<file path="src/design/rfidhex_pkg.sv">
// Shared types and constants for the RFID ASCII hex frame parser.
// No dependencies; compiled first.
`default_nettype none

package rfidhex_pkg;

  localparam int BYTE_W        = 8;
  localparam int NIBBLE_W      = 4;
  localparam int TAG_BYTES     = 5;
  localparam int TAG_W         = TAG_BYTES * BYTE_W;
  localparam int FRAME_DIGITS  = 12;
  localparam int DIGIT_CNT_W   = 4;
  localparam int QUEUE_DEPTH   = 2;

  // Framing bytes
  localparam logic [BYTE_W-1:0] START_BYTE = 8'h02;
  localparam logic [BYTE_W-1:0] END_BYTE   = 8'h03;
  localparam logic [BYTE_W-1:0] CR_BYTE    = 8'h0D;
  localparam logic [BYTE_W-1:0] LF_BYTE    = 8'h0A;

  // ASCII digit ranges
  localparam logic [BYTE_W-1:0] ASCII_0 = 8'h30;
  localparam logic [BYTE_W-1:0] ASCII_9 = 8'h39;
  localparam logic [BYTE_W-1:0] ASCII_A = 8'h41;
  localparam logic [BYTE_W-1:0] ASCII_F = 8'h46;

  // Byte class handed from the front end to the frame assembler
  typedef enum logic [1:0] {
    TOK_START,
    TOK_ABORT,
    TOK_DIGIT
  } tok_kind_t;

  typedef struct packed {
    tok_kind_t         kind;
    logic [BYTE_W-1:0] value;  // converted digit value for TOK_DIGIT
  } token_t;

endpackage

`default_nettype wire

</file>
<file path="src/design/rfid_ascii_hex_frame_parser_unit.sv">
// Top level of the RFID ASCII hex frame parser.
// Depends on rfidhex_pkg, rfidhex_front, rfidhex_queue and rfidhex_back.
`default_nettype none

// Parses the ASCII frames sent by ID-12 style RFID readers, one received
// byte per transfer. Idle bytes are ignored until a start byte (0x02) opens a
// frame. Inside a frame, 0x02, 0x03, CR or LF drop the frame with no result
// (0x02 does not reopen one). Other bytes are hex digits: '0'-'9' and 'A'-'F'
// convert to their value, any other byte (lowercase included) is used raw,
// and a digit pair forms (second | first << 4) cut to 8 bits. The first five
// bytes make the 40-bit tag code, first byte on top, and are XORed together;
// the sixth is the checksum. The twelfth digit produces one result transfer
// carrying tag_code, received_checksum and checksum_ok.
// Rate: one byte per clock, sustained, as long as results are taken, through
// the front register, the queue and the frame assembler. After the final
// digit's transfer the result passes the front register, then the queue, and
// is presented once it loads the output register. A stalled output holds the
// assembler, the queue absorbs the bytes in flight, and in_ready then drops.
module rfid_ascii_hex_frame_parser_unit #(
  parameter int QUEUE_DEPTH = rfidhex_pkg::QUEUE_DEPTH
) (
  input  wire logic         clk,
  input  wire logic         rst,
  input  wire logic [7:0]   rx_byte,
  input  wire logic         in_valid,
  output logic              in_ready,
  output logic [39:0]       tag_code,
  output logic [7:0]        received_checksum,
  output logic              checksum_ok,
  output logic              out_valid,
  input  wire logic         out_ready
);
  import rfidhex_pkg::*;

  // Front end to queue
  token_t front_tok;
  logic   front_valid;
  logic   front_ready;

  // Queue to frame assembler
  token_t back_tok;
  logic   back_valid;
  logic   back_ready;

  rfidhex_front u_front (
    .clk       (clk),
    .rst       (rst),
    .rx_byte   (rx_byte),
    .in_valid  (in_valid),
    .in_ready  (in_ready),
    .tok       (front_tok),
    .tok_valid (front_valid),
    .tok_ready (front_ready)
  );

  rfidhex_queue #(
    .DEPTH (QUEUE_DEPTH)
  ) u_queue (
    .clk       (clk),
    .rst       (rst),
    .in_data   (front_tok),
    .in_valid  (front_valid),
    .in_ready  (front_ready),
    .out_data  (back_tok),
    .out_valid (back_valid),
    .out_ready (back_ready)
  );

  rfidhex_back u_back (
    .clk               (clk),
    .rst               (rst),
    .tok               (back_tok),
    .tok_valid         (back_valid),
    .tok_ready         (back_ready),
    .tag_code          (tag_code),
    .received_checksum (received_checksum),
    .checksum_ok       (checksum_ok),
    .out_valid         (out_valid),
    .out_ready         (out_ready)
  );

endmodule

`default_nettype wire

</file>
<file path="src/design/rfidhex_front.sv">
// Front end: accepts received bytes, classifies them and converts hex digits.
// Depends on rfidhex_pkg.
`default_nettype none

module rfidhex_front (
  input  wire logic                      clk,
  input  wire logic                      rst,
  input  wire logic [7:0]                rx_byte,
  input  wire logic                      in_valid,
  output logic                           in_ready,
  output rfidhex_pkg::token_t            tok,
  output logic                           tok_valid,
  input  wire logic                      tok_ready
);
  import rfidhex_pkg::*;

  token_t tok_next;

  // Start byte opens a frame (and aborts one in progress); the other
  // control bytes only abort. Everything else is a digit.
  always_comb begin
    tok_next.value = rx_byte;
    if (rx_byte == START_BYTE) begin
      tok_next.kind = TOK_START;
    end else if (rx_byte == END_BYTE || rx_byte == CR_BYTE || rx_byte == LF_BYTE) begin
      tok_next.kind = TOK_ABORT;
    end else begin
      tok_next.kind = TOK_DIGIT;
      if (rx_byte >= ASCII_0 && rx_byte <= ASCII_9) begin
        tok_next.value = rx_byte - ASCII_0;
      end else if (rx_byte >= ASCII_A && rx_byte <= ASCII_F) begin
        tok_next.value = rx_byte - ASCII_A + BYTE_W'(10);
      end
    end
  end

  assign in_ready = !tok_valid || tok_ready;

  always_ff @(posedge clk) begin
    if (rst) begin
      tok_valid <= 1'b0;
    end else if (in_ready) begin
      tok_valid <= in_valid;
      if (in_valid) begin
        tok <= tok_next;
      end
    end
  end

endmodule

`default_nettype wire

</file>
<file path="src/design/rfidhex_queue.sv">
// Short token queue between the front end and the frame assembler.
// Depends on rfidhex_pkg.
`default_nettype none

module rfidhex_queue #(
  parameter int DEPTH = rfidhex_pkg::QUEUE_DEPTH
) (
  input  wire logic                 clk,
  input  wire logic                 rst,
  input  rfidhex_pkg::token_t       in_data,
  input  wire logic                 in_valid,
  output logic                      in_ready,
  output rfidhex_pkg::token_t       out_data,
  output logic                      out_valid,
  input  wire logic                 out_ready
);
  import rfidhex_pkg::*;

  localparam int PTR_W = (DEPTH > 1) ? $clog2(DEPTH) : 1;
  localparam int CNT_W = $clog2(DEPTH + 1);

  token_t             entries [DEPTH];
  logic [PTR_W-1:0]   wr_ptr;
  logic [PTR_W-1:0]   rd_ptr;
  logic [CNT_W-1:0]   count;
  logic               push;
  logic               pop;

  assign in_ready  = (count != CNT_W'(DEPTH));
  assign out_valid = (count != '0);
  assign out_data  = entries[rd_ptr];
  assign push      = in_valid && in_ready;
  assign pop       = out_valid && out_ready;

  function automatic logic [PTR_W-1:0] ptr_inc(input logic [PTR_W-1:0] p);
    return (p == PTR_W'(DEPTH - 1)) ? '0 : p + 1'b1;
  endfunction

  always_ff @(posedge clk) begin
    if (rst) begin
      wr_ptr <= '0;
      rd_ptr <= '0;
      count  <= '0;
    end else begin
      if (push) begin
        wr_ptr <= ptr_inc(wr_ptr);
      end
      if (pop) begin
        rd_ptr <= ptr_inc(rd_ptr);
      end
      if (push && !pop) begin
        count <= count + 1'b1;
      end else if (pop && !push) begin
        count <= count - 1'b1;
      end
    end
  end

  always_ff @(posedge clk) begin
    if (push) begin
      entries[wr_ptr] <= in_data;
    end
  end

  a_count_bound: assert property (@(posedge clk) disable iff (rst)
    count <= CNT_W'(DEPTH))
    else $error("queue count above depth");

  a_count_up: assert property (@(posedge clk) disable iff (rst)
    push && !pop |=> count == CNT_W'($past(count) + 1'b1))
    else $error("queue count missed a push");

  a_count_down: assert property (@(posedge clk) disable iff (rst)
    pop && !push |=> count == CNT_W'($past(count) - 1'b1))
    else $error("queue count missed a pop");

endmodule

`default_nettype wire

</file>
<file path="src/design/rfidhex_back.sv">
// Frame assembler: pairs digits into bytes, tracks the checksum and holds the
// result in an output register. Depends on rfidhex_pkg.
`default_nettype none

module rfidhex_back (
  input  wire logic                 clk,
  input  wire logic                 rst,
  input  rfidhex_pkg::token_t       tok,
  input  wire logic                 tok_valid,
  output logic                      tok_ready,
  output logic [39:0]               tag_code,
  output logic [7:0]                received_checksum,
  output logic                      checksum_ok,
  output logic                      out_valid,
  input  wire logic                 out_ready
);
  import rfidhex_pkg::*;

  localparam logic [DIGIT_CNT_W-1:0] LAST_DIGIT = DIGIT_CNT_W'(FRAME_DIGITS - 1);

  typedef enum logic {
    ST_IDLE,
    ST_FRAME
  } state_t;

  state_t                  state;
  logic [DIGIT_CNT_W-1:0]  digit_count;
  logic [NIBBLE_W-1:0]     pending_high;
  logic [TAG_W-1:0]        code_bytes;
  logic [BYTE_W-1:0]       running_xor;
  logic [BYTE_W-1:0]       pair;
  logic                    pop;
  logic                    fire;

  assign tok_ready = !out_valid || out_ready;
  assign pop       = tok_valid && tok_ready;
  assign pair      = {pending_high, {NIBBLE_W{1'b0}}} | tok.value;
  // checksum digit of an open frame: the result register loads this cycle
  assign fire      = pop && (state == ST_FRAME) && (tok.kind == TOK_DIGIT) &&
                     (digit_count == LAST_DIGIT);

  always_ff @(posedge clk) begin
    if (rst) begin
      state       <= ST_IDLE;
      digit_count <= '0;
      out_valid   <= 1'b0;
    end else begin
      if (fire) begin
        out_valid <= 1'b1;
      end else if (out_ready) begin
        out_valid <= 1'b0;
      end
      if (pop) begin
        unique case (state)
          ST_IDLE: begin
            if (tok.kind == TOK_START) begin
              state        <= ST_FRAME;
              digit_count  <= '0;
              pending_high <= '0;
              code_bytes   <= '0;
              running_xor  <= '0;
            end
          end
          ST_FRAME: begin
            unique case (tok.kind)
              TOK_START, TOK_ABORT: begin
                state       <= ST_IDLE;
                digit_count <= '0;
              end
              TOK_DIGIT: begin
                if (!digit_count[0]) begin
                  pending_high <= tok.value[NIBBLE_W-1:0];
                  digit_count  <= digit_count + 1'b1;
                end else if (digit_count == LAST_DIGIT) begin
                  tag_code          <= code_bytes;
                  received_checksum <= pair;
                  checksum_ok       <= (running_xor == pair);
                  state             <= ST_IDLE;
                  digit_count       <= '0;
                end else begin
                  code_bytes  <= {code_bytes[TAG_W-BYTE_W-1:0], pair};
                  running_xor <= running_xor ^ pair;
                  digit_count <= digit_count + 1'b1;
                end
              end
              default: begin
                state       <= ST_IDLE;
                digit_count <= '0;
              end
            endcase
          end
          default: begin
            state       <= ST_IDLE;
            digit_count <= '0;
          end
        endcase
      end
    end
  end

  a_idle_count: assert property (@(posedge clk) disable iff (rst)
    state == ST_IDLE |-> digit_count == '0)
    else $error("digit count not cleared in idle");

  a_count_range: assert property (@(posedge clk) disable iff (rst)
    digit_count <= LAST_DIGIT)
    else $error("digit count past end of frame");

  a_result_ends_frame: assert property (@(posedge clk) disable iff (rst)
    $rose(out_valid) |-> $past(state) == ST_FRAME && state == ST_IDLE)
    else $error("result without a completed frame");

endmodule

`default_nettype wire
</file>
<file path="config.mk">
export PLATFORM = sky130hd
export DESIGN_NAME = rfid_ascii_hex_frame_parser_unit
export DESIGN_NICKNAME = d
export VERILOG_FILES = /design/src/design/rfidhex_pkg.sv /design/src/design/rfid_ascii_hex_frame_parser_unit.sv /design/src/design/rfidhex_front.sv /design/src/design/rfidhex_queue.sv /design/src/design/rfidhex_back.sv
export SDC_FILE = /design/constraint.sdc
export NUM_CORES = 1
export LEC_CHECK = 0
export ABC_AREA = 0
export BUFFER_PORTS_ARGS = -buffer_cell sky130_fd_sc_hd__buf_2
export CELL_PAD_IN_SITES_DETAIL_PLACEMENT = 1
export CELL_PAD_IN_SITES_GLOBAL_PLACEMENT = 1
export CORE_MARGIN = 4
export CORE_UTILIZATION = 30
export DETAILED_ROUTE_END_ITERATION = 10
export GPL_TIMING_DRIVEN = 0
export HOLD_SLACK_MARGIN = 0.15
export PLACE_DENSITY_LB_ADDON = 0.15
export RECOVER_POWER = 100
export SYNTH_ARGS = -nofsm -noshare
export SYNTH_HDL_FRONTEND = slang
export SYNTH_HIERARCHICAL = 1
export SYNTH_SLANG_ARGS = --single-unit
</file>
<file path="constraint.sdc">
create_clock -name clk -period 7.85 [get_ports clk]
set_input_delay 0.785 -clock clk [delete_from_list [all_inputs] [get_ports clk]]
set_output_delay 0.785 -clock clk [all_outputs]
set_load 0.1 [all_outputs]
</file>
* Yosys cells after proc, flatten, opt, wreduce, memory -nomap -nowiden
Memory sizes are Yosys's and may differ from the RTL's. A register that Yosys moved wholly into a read port is not among the register bits. Index checks and enable logic that the tools add are counted.
Storage, ports and cells: logic and storage cells 109, RAM bits 20, output and inout bits 51, input port bits 12, flip-flop bits (word level) 122, memories 1
Cells by class: magnitude comparators 4, equality and inequality tests 13, reductions and logical operators 26, $add $sub $neg 8, bitwise operators 4, multiplexer cells 38
Memories:
- u_queue.entries | depth 2, width 10, read ports 1, clocked after memory_dff 1, write ports 1, RTL line rfidhex_queue.sv:22 | token_t entries [DEPTH];
Operator list (number):
- $mux 40 | 4
- $pmux 40 s2 | 1
- $mux 8 | 8
- $mux 4 | 6
- $eq 8x2->1 const B | 2
- $eq 8x4->1 const B | 2
- $pmux 4 s2 | 2
- $pmux 8 s2 | 1
- $mux 1 | 12
- $reduce_and 6->1 | 2
- $ne 2x2->1 const B | 5
- $logic_and 1x1->1 | 9
- $add 8x4->8 const B | 1
- $eq 8x8->1 | 1
- $ge 8x6->1 const B | 1
- $ge 8x7->1 const B | 1
- $le 8x6->1 const B | 1
- $le 8x7->1 const B | 1
- $or 8x8->8 | 1
- $sub 8x6->8 const B | 1
- $sub 8x7->8 const B | 1
- $xor 8x8->8 | 1
- $mux 2 | 3
- $reduce_bool 2->1 | 3
- other kinds (15) | 23

* Logic depth before layout (Yosys ltp)
Gate-level depths: netlist of the first run.
depth in word-level cells 7, gate-level depth with buffers 8, mapped depth without buffers 8

* Hierarchy
The synthesis of the first run kept the hierarchy.
Modules (own cells, without submodules):
- rfidhex_back | area each 3858.7 um^2, seq. area each 3153.0 um^2, times used 1, cells each 220
- rfidhex_queue | area each 940.9 um^2, seq. area each 700.7 um^2, times used 1, cells each 55
- rfidhex_front | area each 774.5 um^2, seq. area each 320.3 um^2, times used 1, cells each 71

* Worst setup path before layout of the first run
OpenSTA, ideal clock, no wires.
kind input to register, start point input out_ready, end point register u_back.code_bytes[0], enable pin, arrival 5.717 ns, data required time 7.277 ns, setup time 0.573 ns, buffers on the path 1, stages 4, slack 1.560 ns, path through nand2b_1 buf_4 nand2_1 nor4_1
Between the ends: longest elaborated chain between the ends 3
RTL lines:
- start: declaration | RTL line rfid_ascii_hex_frame_parser_unit.sv:31 | input wire logic out_ready
- $logic_or 1x1->1 | RTL line rfidhex_back.sv:35 | assign tok_ready = !out_valid || out_ready;
- net back_ready | RTL line rfid_ascii_hex_frame_parser_unit.sv:43 | logic back_ready;
- $logic_and 1x1->1 | RTL line rfidhex_back.sv:36 | assign pop = tok_valid && tok_ready;
- $reduce_and 6->1 (no line)
- end signal: assignment | RTL line rfidhex_back.sv:81 | code_bytes <= {code_bytes[TAG_W-BYTE_W-1:0], pair};
- end: declaration | RTL line rfidhex_back.sv:29 | logic [TAG_W-1:0] code_bytes;
The timed path passes the listed nets, and every way through them passes these cells. A chain may end at the register's enable or synchronous reset.

==> impl_metrics.yaml, run 1 <==
status:
  outcome: "finished, violations left"
  failed_checks: "max-capacitance violations, max-slew violations"
timing:
  timing_hold_violations_final: 0
  grt_setup_unrepaired: "false"
  slew-limit-headroom: -0.1445
  finalWorstSetupSlack_ps: 3094
  worst-slew-pin-transition_ps: 1701
  max_freq_mhz: 210.2
  timing.clock.skew_ps: 4.817
  hold_ws_ps: 423.7
  layout_min_cycle_time_ps: 4756
  max_slew_violation_count: 21
  layout_worst_path_cycle_share: 0.6059
  setup_viol: 0
  final.setup.tns_ps: 0
power:
  total_switching_power_uw: 426.4
  p_int_mw: 1.441
  power_frac_seq: 0.475
  clock_power_share: 0.423
  worst_ir_drop_vdd_mv: 0.1306
  power.total_mw: 1.868
  power.leakage_nw: 2.205
  power.density_cell_area_nw_per_um2: 280.8
  p_comb_frac: 0.103
  netSwitchingFraction: 0.2283
layout:
  fillers: 1907
  seqCellArea_um2: 4174
  final_core_utilization: 0.3665
  multi_input_comb_area_um2: 1239
  design.final.nets: 456
  areaGrowthSynthToFinish_pct: 19.33
  antenna-diode-count: 0
  drive_gt1_frac: 0.1069
clock_tree:
  cts_repair_resize_count: 0
  cts.repair_timing.setup_buffer_count: 0
  ctsHtreeMaxLevel: 4
  tritoncts: "yes"
  cts_buffers: 17
  cts.hold.buffers_added: 0
  cts_root_buf: "sky130_fd_sc_hd__clkbuf_16"
  clkSlewWorstSetupHoldPaths_ps: 60
  worstSkewPairLatency_ps: 410
  cts.path.max_buffers: 2
  clock_sinks: 143
routing:
  drt_iter0_markers: 125
  post-route-drc-count: 0
  detail_route.wirelength_um: 10360
  routedWlPerCell_um: 15.28
  vias: 3052
  drt_pre_antenna_iters: 4
  avgViaCountPerCell: 4.501
  postRouteAntennaNets: 0
synth:
  synthesis.nets: 366
  syn_area_per_cell_um2: 16.11
  synth_top_area_frac: 0.7057
  ys_types: 54
  seq_area_frac_synth: 0.7488
  synthesis.instances: 346
  synth_enable_flop_cells: 131
  yosys.area.top_type: "sky130_fd_sc_hd__edfxtp_1"
  synth_ff_type: "sky130_fd_sc_hd__edfxtp_1"
  synthTopCellsByArea: "sky130_fd_sc_hd__edfxtp_1 (71%), sky130_fd_sc_hd__and2_1 (4.8%), sky130_fd_sc_hd__dfxtp_1 (4.3%), sky130_fd_sc_hd__mux2_2 (2.0%), sky130_fd_sc_hd__ha_1 (1.8%)"
  syn-cell-area_um2: 5574
  synthArstFlopShare: 0
  synth.ff_latch_count: 143
  synthesis.yosys.warnings: 6
setup_path:
  critPathMaxStageDelay_ps: 1300
  critPathRequiredTime_ps: 7910
  worstSetupPathType: "reg2reg"
  path_cells: "clkbuf_1 -> mux2_1 -> nor2_1 -> a31oi_1 -> nor4_1 -> clkbuf_1 -> clkbuf_1 -> clkbuf_1 -> clkbuf_1"
  cpLargestDelayFamily: "buffers and inverters"
  cp_data_arrival_time_ps: 4820
  worstSetupStartpointType: "flip-flop"
  path_common_cell: "sky130_fd_sc_hd__clkbuf_1"
  critPathSlowestCell: "sky130_fd_sc_hd__nor4_1"
  timing.critical_path.fanout_max: 10
  worst_r2r_path_depth: 9
  setup.worst_path.end_class: "flip-flop"
  worst-path-stages: 9
  critPathBufInv: 5
global_routing:
  track_usage: 0.1035
  via_count_of_the_first_global_routing_pass: 3221
  grt_first_pass_wirelength_um: 16460
  global_route.overflow_total: 0
  antenna_found_initial: 0
  maximum_number_of_pins_on_one_net_before_global_route_repair: 21
run:
  cap_violations: 2
place:
  detailedPlacementHpwl_um: 7256
  gp_congestion: 0.7538
  port_buffers: 62
  minimum_setup_slack_after_placement_ps: 4460
floorplanning:
  start_util: 0.3072
  row_count: 49
  chipHeight_um: 144.3
  boundaryPins: 63
  floorplan_die_area_um2: 20830
  die-width_um: 144.3
  design.core.area_um2: 18150
worst_hold_path:
  timing.hold.worst_path_depth: 0
  worstHoldPathType: "reg2reg"
## worst reg2reg max path: stages (launching register included)
cell                       delay, ps
sky130_fd_sc_hd__dfxtp_1         300
sky130_fd_sc_hd__clkbuf_1        440
sky130_fd_sc_hd__mux2_1          420
sky130_fd_sc_hd__nor2_1          220
sky130_fd_sc_hd__a31oi_1          80
sky130_fd_sc_hd__nor4_1         1300
sky130_fd_sc_hd__clkbuf_1        420
sky130_fd_sc_hd__clkbuf_1        410
sky130_fd_sc_hd__clkbuf_1        430
sky130_fd_sc_hd__clkbuf_1        390
## layout by cell type (no fill, tap or decap), types with 5 or more instances in the layout
| cell type | n |
|---|---|
| sky130_fd_sc_hd__dfxtp_1 | 12 |
| sky130_fd_sc_hd__mux2_1 | 7 |
| sky130_fd_sc_hd__nand3_1 | 5 |
| sky130_fd_sc_hd__buf_2 | 11 |
| sky130_fd_sc_hd__nor2_1 | 17 |
| sky130_fd_sc_hd__nor2b_1 | 6 |
| sky130_fd_sc_hd__inv_1 | 10 |
| sky130_fd_sc_hd__edfxtp_1 | 131 |
| sky130_fd_sc_hd__clkbuf_16 | 17 |
| sky130_fd_sc_hd__a31oi_1 | 6 |
| sky130_fd_sc_hd__xor2_1 | 7 |
| sky130_fd_sc_hd__and2_0 | 24 |
| sky130_fd_sc_hd__ha_1 | 8 |
| sky130_fd_sc_hd__and2_1 | 19 |
| sky130_fd_sc_hd__nand2_1 | 8 |
| sky130_fd_sc_hd__a21oi_1 | 8 |
| sky130_fd_sc_hd__o21ai_0 | 7 |
| sky130_fd_sc_hd__clkbuf_1 | 75 |
| sky130_fd_sc_hd__xnor2_1 | 7 |
## sequential cells by signal, summed over array words and instances (netlist names), 2 cells and up, named ones only
| name | count |
|---|---|
| u_queue/count | 2 |
| u_back/code_bytes | 40 |
| u_back/pending_high | 4 |
| u_back/running_xor | 8 |
| u_front/tok | 10 |
| u_back/tag_code | 40 |
| u_back/digit_count | 4 |
| u_back/received_checksum | 8 |
| u_queue/entries | 20 |
## synthesized netlist by cell type (6+ instances only)
cell type	n
sky130_fd_sc_hd__and2_1	43
sky130_fd_sc_hd__mux2_2	10
sky130_fd_sc_hd__o21ai_0	6
sky130_fd_sc_hd__nor2_1	17
sky130_fd_sc_hd__dfxtp_1	12
sky130_fd_sc_hd__clkbuf_1	7
sky130_fd_sc_hd__a21oi_1	7
sky130_fd_sc_hd__nand2_1	8
sky130_fd_sc_hd__a31oi_1	6
sky130_fd_sc_hd__xor2_1	7
sky130_fd_sc_hd__xnor2_1	7
sky130_fd_sc_hd__nor2b_1	6
sky130_fd_sc_hd__inv_1	10
sky130_fd_sc_hd__ha_1	8
sky130_fd_sc_hd__edfxtp_1	131
## worst paths after layout
check	startpoint	to	slack, ps
max	flip-flop	u_back/code_bytes[16]	3090
min	u_back/code_bytes[39]	u_back/tag_code[39]	420
max reg2reg	flip-flop	u_back/code_bytes[16]	3090
min reg2reg	u_back/code_bytes[39]	u_back/tag_code[39]	420
## final cells by class
cell class | instances | share of cell area
Sequential cell | 143 | 0.6275
Multi-Input combinational cell | 181 | 0.1862
Clock buffer | 21 | 0.06622
Tap cell | 229 | 0.04308
Timing Repair Buffer | 71 | 0.04195
Clock inverter | 11 | 0.02126
Buffer | 12 | 0.008089
Inverter | 10 | 0.005643
## layer usage
layer  up-vias  track usage  share of wire
li1       1457            -              -
met1      1522       0.1225           0.44
met2        62       0.1722           0.50
met3        11      0.02612          0.039
met4         0      0.05744          0.019
met5         -            0              0
## kinds of logic after synthesis
| kind of cell | share of synthesized area |
|---|---|
| fa+ha+maj | 0.01796 |
| xor+xnor | 0.02200 |
| flops | 0.7488 |
| simple gates | 0.1232 |
| compound gates | 0.04759 |
| buf+inv | 0.01751 |
| mux | 0.02290 |
## through the flow
| stage | area (µm²) | cells |
|---|---|---|
| final | 6651 | 678 |
| after CTS | 6864 | 678 |
| after global placement | 6171 | 637 |
| after global routing | 6651 | 678 |
| after detailed placement | 6282 | 646 |
| after floorplan | 5574 | 346 |
## power groups by stage
stage	Sequential, mW	Clock (mW)	Combinational [mW]
floorplan	0.900	0	0.151
global placement	0.904	0	0.198
detailed placement	0.902	0	0.210
CTS	0.887	0.814	0.211
global route	0.890	0.847	0.220
finish	0.887	0.789	0.192
(Power assumes the default switching activity.)
==> run 2, diff against run 1 <==
clock period = 4.7 ns   (was 7.85 ns; I/O delays follow)
==> run 2 against run 1 <==
  * The flow now finishes without violations
  * Global-route usage up 0.22 points
  * Fmax increased by 43%
  * Critical path depth down 2
  * Cell area grew 1.9%
  * Clock skew rose by 1.4 ps
  * Critical endpoint is now u_back/tag_code[14]
  * Via count down 1.5%
  * Die area is the same
  * Non-clock buffer count down 2
  * Register-to-register slack got worse by 1700 ps
  * Sequential share of layout area down 1.2 points
  * Sequential power increased by 67%
  * Flip-flop and latch count is the same
==> impl_metrics.yaml, run 2 (synthesis results as in run 1) <==
place:
  minimum_setup_slack_after_placement_ps: 1909
  dp.cells: 644
  detailedPlacementHpwl_um: 7350
  placed_instance_area_um2: 6315
  gp_congestion: 0.7540
  port_buffers: 62
layout:
  reg_top3: "u_back/code_bytes (40), u_back/tag_code (40), u_queue/entries (20)"
  antenna-diode-count: 0
  areaGrowthSynthToFinish_pct: 21.62
  multi_input_comb_area_um2: 1254
  seqCellArea_um2: 4174
  layout.cells.most_common_list: "sky130_fd_sc_hd__edfxtp_1 (131), sky130_fd_sc_hd__clkbuf_1 (66), sky130_fd_sc_hd__and2_0 (26)"
  fillers: 1909
  layout.cells.most_common: "sky130_fd_sc_hd__edfxtp_1"
  final_core_utilization: 0.3736
  design.final.nets: 454
  drive_gt1_frac: 0.1211
  layout.cell_area.non_filler_um2: 6779
  final_cells: 675
timing:
  layout_min_cycle_time_ps: 3323
  grt_setup_unrepaired: "false"
  finalWorstSetupSlack_ps: 1377
  timing_hold_violations_final: 0
  slew-limit-headroom: 0.1017
  timing.clock.skew_ps: 6.198
  max_slew_violation_count: 0
  worst-slew-pin-transition_ps: 1344
  hold_ws_ps: 279.7
  setup_viol: 0
  layout_worst_path_cycle_share: 0.7070
  max_freq_mhz: 301.0
routing:
  avgViaCountPerCell: 4.453
  drt_iter0_markers: 134
  drt_pre_antenna_iters: 4
  vias: 3006
  post-route-drc-count: 0
  detail_route.wirelength_um: 10460
  routedWlPerCell_um: 15.50
  postRouteAntennaNets: 0
clock_tree:
  cts_repair_resize_count: 0
  clkSlewWorstSetupHoldPaths_ps: 60
  ctsHtreeMaxLevel: 4
  clock_sinks: 143
  cts.path.max_buffers: 2
  tritoncts: "yes"
  worstSkewPairLatency_ps: 410
  cts.repair_timing.setup_buffer_count: 0
  cts_buffers: 17
  cts.hold.buffers_added: 0
  cts_root_buf: "sky130_fd_sc_hd__clkbuf_16"
setup_path:
  worstSetupStartpointType: "flip-flop"
  worst_r2r_path_depth: 7
  timing.critical_path.fanout_max: 18
  critPathRequiredTime_ps: 4820
  worstSetupPathType: "reg2reg"
  cp_data_arrival_time_ps: 3450
  setup.worst_path.end_class: "flip-flop"
floorplanning:
  start_util: 0.3072
  row_count: 49
  chipHeight_um: 144.3
  die-width_um: 144.3
  floorplan_die_area_um2: 20830
  boundaryPins: 63
  design.core.area_um2: 18150
power:
  power.leakage_nw: 2.263
  power.density_cell_area_nw_per_um2: 477.6
  worst_ir_drop_vdd_mv: 0.2595
status:
  outcome: "complete, no violations"
global_routing:
  grt_first_pass_wirelength_um: 16790
  antenna_found_initial: 0
  via_count_of_the_first_global_routing_pass: 3300
  track_usage: 0.1057
  maximum_number_of_pins_on_one_net_before_global_route_repair: 19
  global_route.overflow_total: 0
worst_hold_path:
  worstHoldPathType: "in2reg"
  timing.hold.worst_path_depth: 3
run:
  cap_violations: 0
run 2: area by class of cell:
type                    count  area share
flip-flops and latches    143      0.6157
multi-input cells         181      0.1849
clock buffers              19     0.06386
repair buffers             69     0.05150
well taps                 229     0.04227
clock inverters            12     0.02824
plain buffers              12    0.007937
inverters                  10    0.005537
run 2: path summary, 6_finish.rpt:
kind | start | endpoint | slack [ps]
min reg2reg | u_back/code_bytes[33] | u_back/tag_code[33] | 420
max | flip-flop | u_back/tag_code[14] | 1380
max reg2reg | flip-flop | u_back/tag_code[14] | 1380
min | in_valid | u_front/tok_valid | 280
run 2: worst max-delay path, stage by stage, from the launching register on:
cell and delay, ps:
sky130_fd_sc_hd__dfxtp_1 300, sky130_fd_sc_hd__clkbuf_1 430, sky130_fd_sc_hd__mux2_1 510, sky130_fd_sc_hd__or4_1 590, sky130_fd_sc_hd__nor3b_1 570, sky130_fd_sc_hd__buf_8 260
sky130_fd_sc_hd__buf_16 180, sky130_fd_sc_hd__buf_16 170
run 2: routing by layer:
layer  routed length, µm  vias to the layer above  track usage
li1                    -                     1451            -
met1                4492                     1474       0.1191
met2                5263                       66       0.1841
met3                 511                       15      0.03042
met4                 195                        0      0.05007
met5                   0                        -            0
run 2: report_power, final:
| part | internal [mW] | switching [mW] |
|---|---|---|
| logic | 0.121 | 0.209 |
| clock network | 0.934 | 0.494 |
| registers | 1.46 | 0.0226 |
| total | 2.51 | 0.725 |
run 2: per-stage QoR:
stage,power [mW],TNS [ps]
2_1_floorplan,1.755,0
3_5_place_dp,1.864,0
4_1_cts,3.314,0
3_3_place_gp,1.840,-66500
5_1_grt,3.385,0
6_report,3.237,0
